<file path="src/rtl/sldl_pkg.sv">
// Shared types, constants and helpers for the stereo fractional delay line.
`default_nettype none

package sldl_pkg;

   localparam int SAMPLE_W   = 16;
   localparam int GAIN_W     = 16;
   localparam int DELAY_W    = 20;
   localparam int FRAC_W     = 8;
   localparam int DATA_W     = 2 * SAMPLE_W;
   localparam int CSR_ADDR_W = 4;
   localparam int CSR_DATA_W = 32;
   localparam int REG_SEL_W  = 2;

   localparam logic [REG_SEL_W-1:0] REG_GAIN    = 2'd0;
   localparam logic [REG_SEL_W-1:0] REG_DELAY_L = 2'd1;
   localparam logic [REG_SEL_W-1:0] REG_DELAY_R = 2'd2;

   localparam int MUL_A_W = 32;
   localparam int MUL_B_W = 19;
   localparam int PROD_W  = 48;

   localparam logic [GAIN_W-1:0] GAIN_ONE = 16'h8000;

   // acc / (6 * 2^24), round half up: bias by 3 * 2^24, shift by 25, divide by 3
   localparam logic signed [PROD_W-1:0] ROUND_BIAS = 48'sd50331648;
   localparam int ROUND_SH = 25;
   localparam int QUOT_W   = PROD_W - ROUND_SH;
   localparam logic signed [QUOT_W-1:0] QUOT_MAX = 23'sd98303;
   localparam logic signed [QUOT_W-1:0] QUOT_MIN = -23'sd98304;
   localparam int U_W = 18;
   localparam logic [U_W-1:0] QUOT_OFS = 18'd98304;

   // floor(u / 3) = (u * 174763) >> 19 for u < 2^19
   localparam logic [MUL_B_W-1:0] RECIP3 = 19'd174763;
   localparam int RECIP3_SH = 19;

   localparam logic signed [PROD_W-1:0] FB_BIAS = 48'sd16384;
   localparam int FB_SH = 15;
   localparam int FB_W  = SAMPLE_W + 1;

   localparam logic signed [SAMPLE_W+1:0] SAMPLE_MAX = 18'sd32767;
   localparam logic signed [SAMPLE_W+1:0] SAMPLE_MIN = -18'sd32768;

   typedef struct packed {
      logic mul_en;
      logic acc_load;
      logic acc_add;
   } mac_ctrl_type;

   function automatic logic signed [SAMPLE_W-1:0] sat_sample(
      input logic signed [SAMPLE_W+1:0] v);
      logic signed [SAMPLE_W+1:0] r;
      if (v > SAMPLE_MAX) begin
         r = SAMPLE_MAX;
      end else if (v < SAMPLE_MIN) begin
         r = SAMPLE_MIN;
      end else begin
         r = v;
      end
      return r[SAMPLE_W-1:0];
   endfunction

endpackage

`default_nettype wire

</file>
<file path="src/rtl/sldl_mac.sv">
// Shared signed multiplier with product register and accumulator.
`default_nettype none

module sldl_mac import sldl_pkg::*; (
   input  logic                       clock,
   input  mac_ctrl_type               ctrl,
   input  logic signed [MUL_A_W-1:0]  mul_a,
   input  logic signed [MUL_B_W-1:0]  mul_b,
   output logic signed [PROD_W-1:0]   prod,
   output logic signed [PROD_W-1:0]   acc
);

   logic signed [MUL_A_W+MUL_B_W-1:0] full_prod;
   logic signed [PROD_W-1:0] prod_ff, prod_in;
   logic signed [PROD_W-1:0] acc_ff, acc_in;

   assign full_prod = mul_a * mul_b;

   always_comb begin
      prod_in = prod_ff;
      if (ctrl.mul_en) begin
         prod_in = full_prod[PROD_W-1:0];
      end
      acc_in = acc_ff;
      if (ctrl.acc_load) begin
         acc_in = prod_ff;
      end else if (ctrl.acc_add) begin
         acc_in = acc_ff + prod_ff;
      end
   end

   always_ff @(posedge clock) begin
      prod_ff <= prod_in;
      acc_ff  <= acc_in;
   end

   assign prod = prod_ff;
   assign acc  = acc_ff;

endmodule

`default_nettype wire

</file>
<file path="config.mk">
export PLATFORM = sky130hd
export DESIGN_NAME = sldl_mac
export DESIGN_NICKNAME = d
export VERILOG_FILES = /design/src/rtl/sldl_pkg.sv /design/src/rtl/sldl_mac.sv
export SDC_FILE = /design/constraint.sdc
export NUM_CORES = 2
export LEC_CHECK = 0
export BUFFER_PORTS_ARGS = -buffer_cell sky130_fd_sc_hd__clkbuf_2
export CORE_MARGIN = 10
export CORE_UTILIZATION = 52
export DETAILED_ROUTE_END_ITERATION = 6
export HOLD_SLACK_MARGIN = 0.12
export PLACE_DENSITY = 0.82
export SETUP_SLACK_MARGIN = 0.3
export SYNTH_ARGS = -nofsm -noshare
export SYNTH_HDL_FRONTEND = slang
export SYNTH_SLANG_ARGS = --single-unit
export TNS_END_PERCENT = 30
</file>
<file path="constraint.sdc">
create_clock -name clock -period 8 [get_ports clock]
set_input_delay 1.6 -clock clock [delete_from_list [all_inputs] [get_ports clock]]
set_output_delay 1.6 -clock clock [all_outputs]
set_load 0.01 [all_outputs]
</file>
==> metrics.txt <==
chain of cells forming the critical path buf_6 > buf_12 > buf_4 > and2_1 > fa_1 > fa_1 > inv_1 > fa_1 > inv_1 > fa_1 > fa_1 > fa_1 > ha_1 > ha_1 > and3_4 > nand3_2 > or2_2 > or3_4 > a21oi_4 > o31ai_4 > buf_4 > buf_4 > a311o_1; Largest delay share family, worst path adder cells; wire length on met2 around 34000 um; via count of the first global-routing pass about 21000; f_max between 0.1 and 0.15 GHz; arrival time of data at the critical path endpoint slightly below 8 ns; endpoint kind of the worst setup timing path flip-flop; Crit path required time just over 8 ns; maximum fanout along the worst path 8; area delta synth->final 14.1%; Synth area leaders sky130_fd_sc_hd__fa_1 (44%), sky130_fd_sc_hd__edfxtp_1 (11%), sky130_fd_sc_hd__ha_1 (8.6%); average cell area after synthesis around 9.5 um^2; worst hold margin about 0.63 ns; number of synthesis warnings 0; pins over their slew limit 0; total number of clock tree sinks 96; placer congestion estimate about 0.96; share of final-layout standard cells stronger than drive strength 1 15.0%; share of the core filled with cells in the final layout 59.7%; worst min-delay path endpoint acc[45]; cts bufs inserted 9; overall die height 244 um; Detail Placement HPWL approximately 57000 um; # fillers a little over 4000; startpoint class of the critical path primary input; leftover overflow at the end of global routing 0; sum of buffers and inverters on the critical path 7; Tightest Pin Transition just under 0.9 ns; skew final ~0.018 ns; clock period minus final worst setup slack ~7.6 ns; Non-Filler Instances ~3700; Final Hold Fails 0; register-to-register setup slack between 4 and 5 ns; flip-flop and latch count after synthesis 96; unrepaired setup endpoints after global routing yes; placed cell count roughly 3600; overall die width between 200 and 250 um; max-capacitance violation count 0; worst stage delay on the critical path between 0.5 and 0.6 ns; area of the placeable core around 50000 um^2; number of flops mapped to enable cells by yosys 96; initial cell density of the core roughly 52%; first-pass detailed-route iteration total 7; antenna diode count 0; most numerous cell on the critical path sky130_fd_sc_hd__fa_1; cell area after synthesis 26100 um^2; count of input and output buffers 150; period utilisation layout a little over nine tenths; cell type contributing the most total cell area after synthesis sky130_fd_sc_hd__fa_1; worst r2r path cells 11; worst min-delay path startpoint prod[45]; violation count after the first detailed-route iteration around 1500; number of nets at the end of the flow between 3000 and 4000; number of ports placed on the die boundary around 150; clock tree from TritonCTS done; number of library cell types mapped by synthesis 67; wire length after detailed routing around 70000 um; launch instance of the worst register-to-register path prod[1]; total number of vias 20000; wire length per cell roughly 19 um; Cells on Worst Hold Path 2; syn_nets between 3000 and 4000; pin count of the biggest net entering global routing 95; critical setup path kind primary input to flip-flop; clock input transition at the sequential cells of the worst setup and hold paths about 0.070 ns; share of the synthesized area in the top cell type 43.6%; remaining design rule violation count 0; post-detailed-route via-to-cell ratio between 5 and 6; Synth Instances 2758; sequential-to-total area share from yosys stat around 11%; Async S/R FF share, synth 0%; clock latency of the later-clocked register in the worst-skew pair about 0.35 ns; final antenna-violating net count 0; placement row count 82; GRT Total Usage 22.5%; antenna violations before repair 0; clk root buf sky130_fd_sc_hd__clkbuf_16; outcome complete, no violations; ys flop type sky130_fd_sc_hd__edfxtp_1; wire length of the first global-routing pass 109000 um; worst r2r dst acc[45]; H-tree Lvls 3; Met1 Wirelength 27400 um; uppermost metal layer occupied by signal nets met4; cell with the biggest individual delay on the critical path sky130_fd_sc_hd__fa_1; Total Die Area around 60000 um^2; slew margin rel. 42.2%; total of endpoints with negative setup slack in the final report 0; Routed met3 length 6010 um; Min-Delay Path Class flip-flop to flip-flop; deepest clock path buffer count 2
-- state kept, by name, indices dropped and copies added (netlist names) --
name,flops
acc,48
prod,48
-- layout make-up --
class                           instances  area [um^2]  area share, %
Inverter                              541         2030           6.82
Clock buffer                            9          225          0.756
Multi-Input combinational cell       1996        21100           71.0
Timing Repair Buffer                  338         2610           8.77
Sequential cell                        96         2880           9.68
Clock inverter                          6         60.1          0.202
Tap cell                              672          841           2.82
-- worst reg2reg max path, stage by stage, from the launching register on --
cell and delay, ns:
sky130_fd_sc_hd__edfxtp_1 0.46, sky130_fd_sc_hd__ha_1 0.34, sky130_fd_sc_hd__a211o_1 0.26, sky130_fd_sc_hd__a21oi_1 0.21, sky130_fd_sc_hd__a21oi_1 0.20, sky130_fd_sc_hd__a21o_1 0.23, sky130_fd_sc_hd__a21oi_1 0.41, sky130_fd_sc_hd__o21ai_0 0.27
sky130_fd_sc_hd__a211oi_1 0.47, sky130_fd_sc_hd__a21oi_1 0.15, sky130_fd_sc_hd__xnor2_1 0.17, sky130_fd_sc_hd__o21ai_0 0.09
-- worst max-delay path by stage --
stage          startpoint        to  slack (ns)  cells past startpoint
4_1_cts          mul_b[4]  prod[47]        0.26                     23
3_3_place_gp     mul_b[3]  prod[46]       -0.12                     24
3_5_place_dp     mul_b[3]  prod[46]       -0.16                     24
2_1_floorplan   mul_a[27]  prod[46]        0.30                     21
6_report         mul_b[1]  prod[46]        0.36                     23
5_1_grt          mul_b[1]  prod[46]        0.18                     26
-- synth_stat cells, drive strengths merged (3+ instances only) --
cell / instances
and2: 268
mux2: 3
nor4: 3
xnor2: 62
buf: 4
edfxtp: 96
nand2: 391
o21a: 11
nor3: 13
ha: 179
clkbuf: 121
a21o: 60
and4: 6
xor2: 35
and3: 16
a21oi: 86
nor2: 44
o21bai: 20
nand3: 22
o21ai: 79
nor2b: 28
nand2b: 18
o31ai: 4
a31o: 3
fa: 568
nand4: 13
a211oi: 14
inv: 541
a21boi: 4
a31oi: 12
a221oi: 3
or2: 4
-- kinds of logic after synthesis --
logic type	after synthesis	share of synthesized area, %
simple gates	830	15.7
fa+ha+maj	747	52.1
buf+inv	666	9.60
compound gates	318	8.12
xor+xnor	97	3.25
flops	96	11.0
mux	4	0.168
-- metrics by stage --
step	area [um^2]	setup TNS [ns]	worst slack (ns)
after detailed placement	28600	-0.761	-0.164
after CTS	29000	0	0.259
after floorplan	26100	0	0.300
after global placement	28600	-0.305	-0.123
after global routing	29800	0	0.179
final	29800	0	0.361
-- layer usage --
metal / vias to the layer above / global-route usage, %
met5: - / 0
met4: 0 / 7.47
met3: 193 / 4.08
met2: 911 / 37.2
met1: 10100 / 29.5
li1: 8876 / -
-- timing repair --
| item | CTS | global route |
|---|---|---|
| hold buffers | 0 | 0 |
| cloned | 2 | 6 |
| resized for setup | 24 | 149 |
| setup buffers | 5 | 16 |
| setup endpoints to repair | 4 | 15 |
| pin swaps | 14 | 50 |
-- placed cells by master, fill, tap and decap left out, types with 9 or more instances in the layout --
cell / count
sky130_fd_sc_hd__o21a_1: 11
sky130_fd_sc_hd__o21ai_1: 13
sky130_fd_sc_hd__and2_4: 9
sky130_fd_sc_hd__nand2b_1: 18
sky130_fd_sc_hd__nand3_1: 18
sky130_fd_sc_hd__a21o_1: 60
sky130_fd_sc_hd__a21oi_1: 82
sky130_fd_sc_hd__nand2_1: 389
sky130_fd_sc_hd__o21bai_1: 19
sky130_fd_sc_hd__nor3_1: 12
sky130_fd_sc_hd__buf_4: 167
sky130_fd_sc_hd__a211oi_1: 10
sky130_fd_sc_hd__clkbuf_4: 10
sky130_fd_sc_hd__inv_1: 539
sky130_fd_sc_hd__clkbuf_2: 115
sky130_fd_sc_hd__xnor2_1: 62
sky130_fd_sc_hd__fa_2: 16
sky130_fd_sc_hd__and3_1: 11
sky130_fd_sc_hd__nor2_1: 42
sky130_fd_sc_hd__and2_1: 259
sky130_fd_sc_hd__fa_1: 552
sky130_fd_sc_hd__edfxtp_1: 96
sky130_fd_sc_hd__nand4_1: 13
sky130_fd_sc_hd__nor2b_1: 28
sky130_fd_sc_hd__ha_1: 168
sky130_fd_sc_hd__buf_12: 13
sky130_fd_sc_hd__buf_6: 17
sky130_fd_sc_hd__ha_4: 11
sky130_fd_sc_hd__clkbuf_16: 15
sky130_fd_sc_hd__xor2_1: 35
sky130_fd_sc_hd__o21ai_0: 61
Power is not shown: default switching activity piles up to over one toggle a cycle in this logic, so the estimate is an artifact.
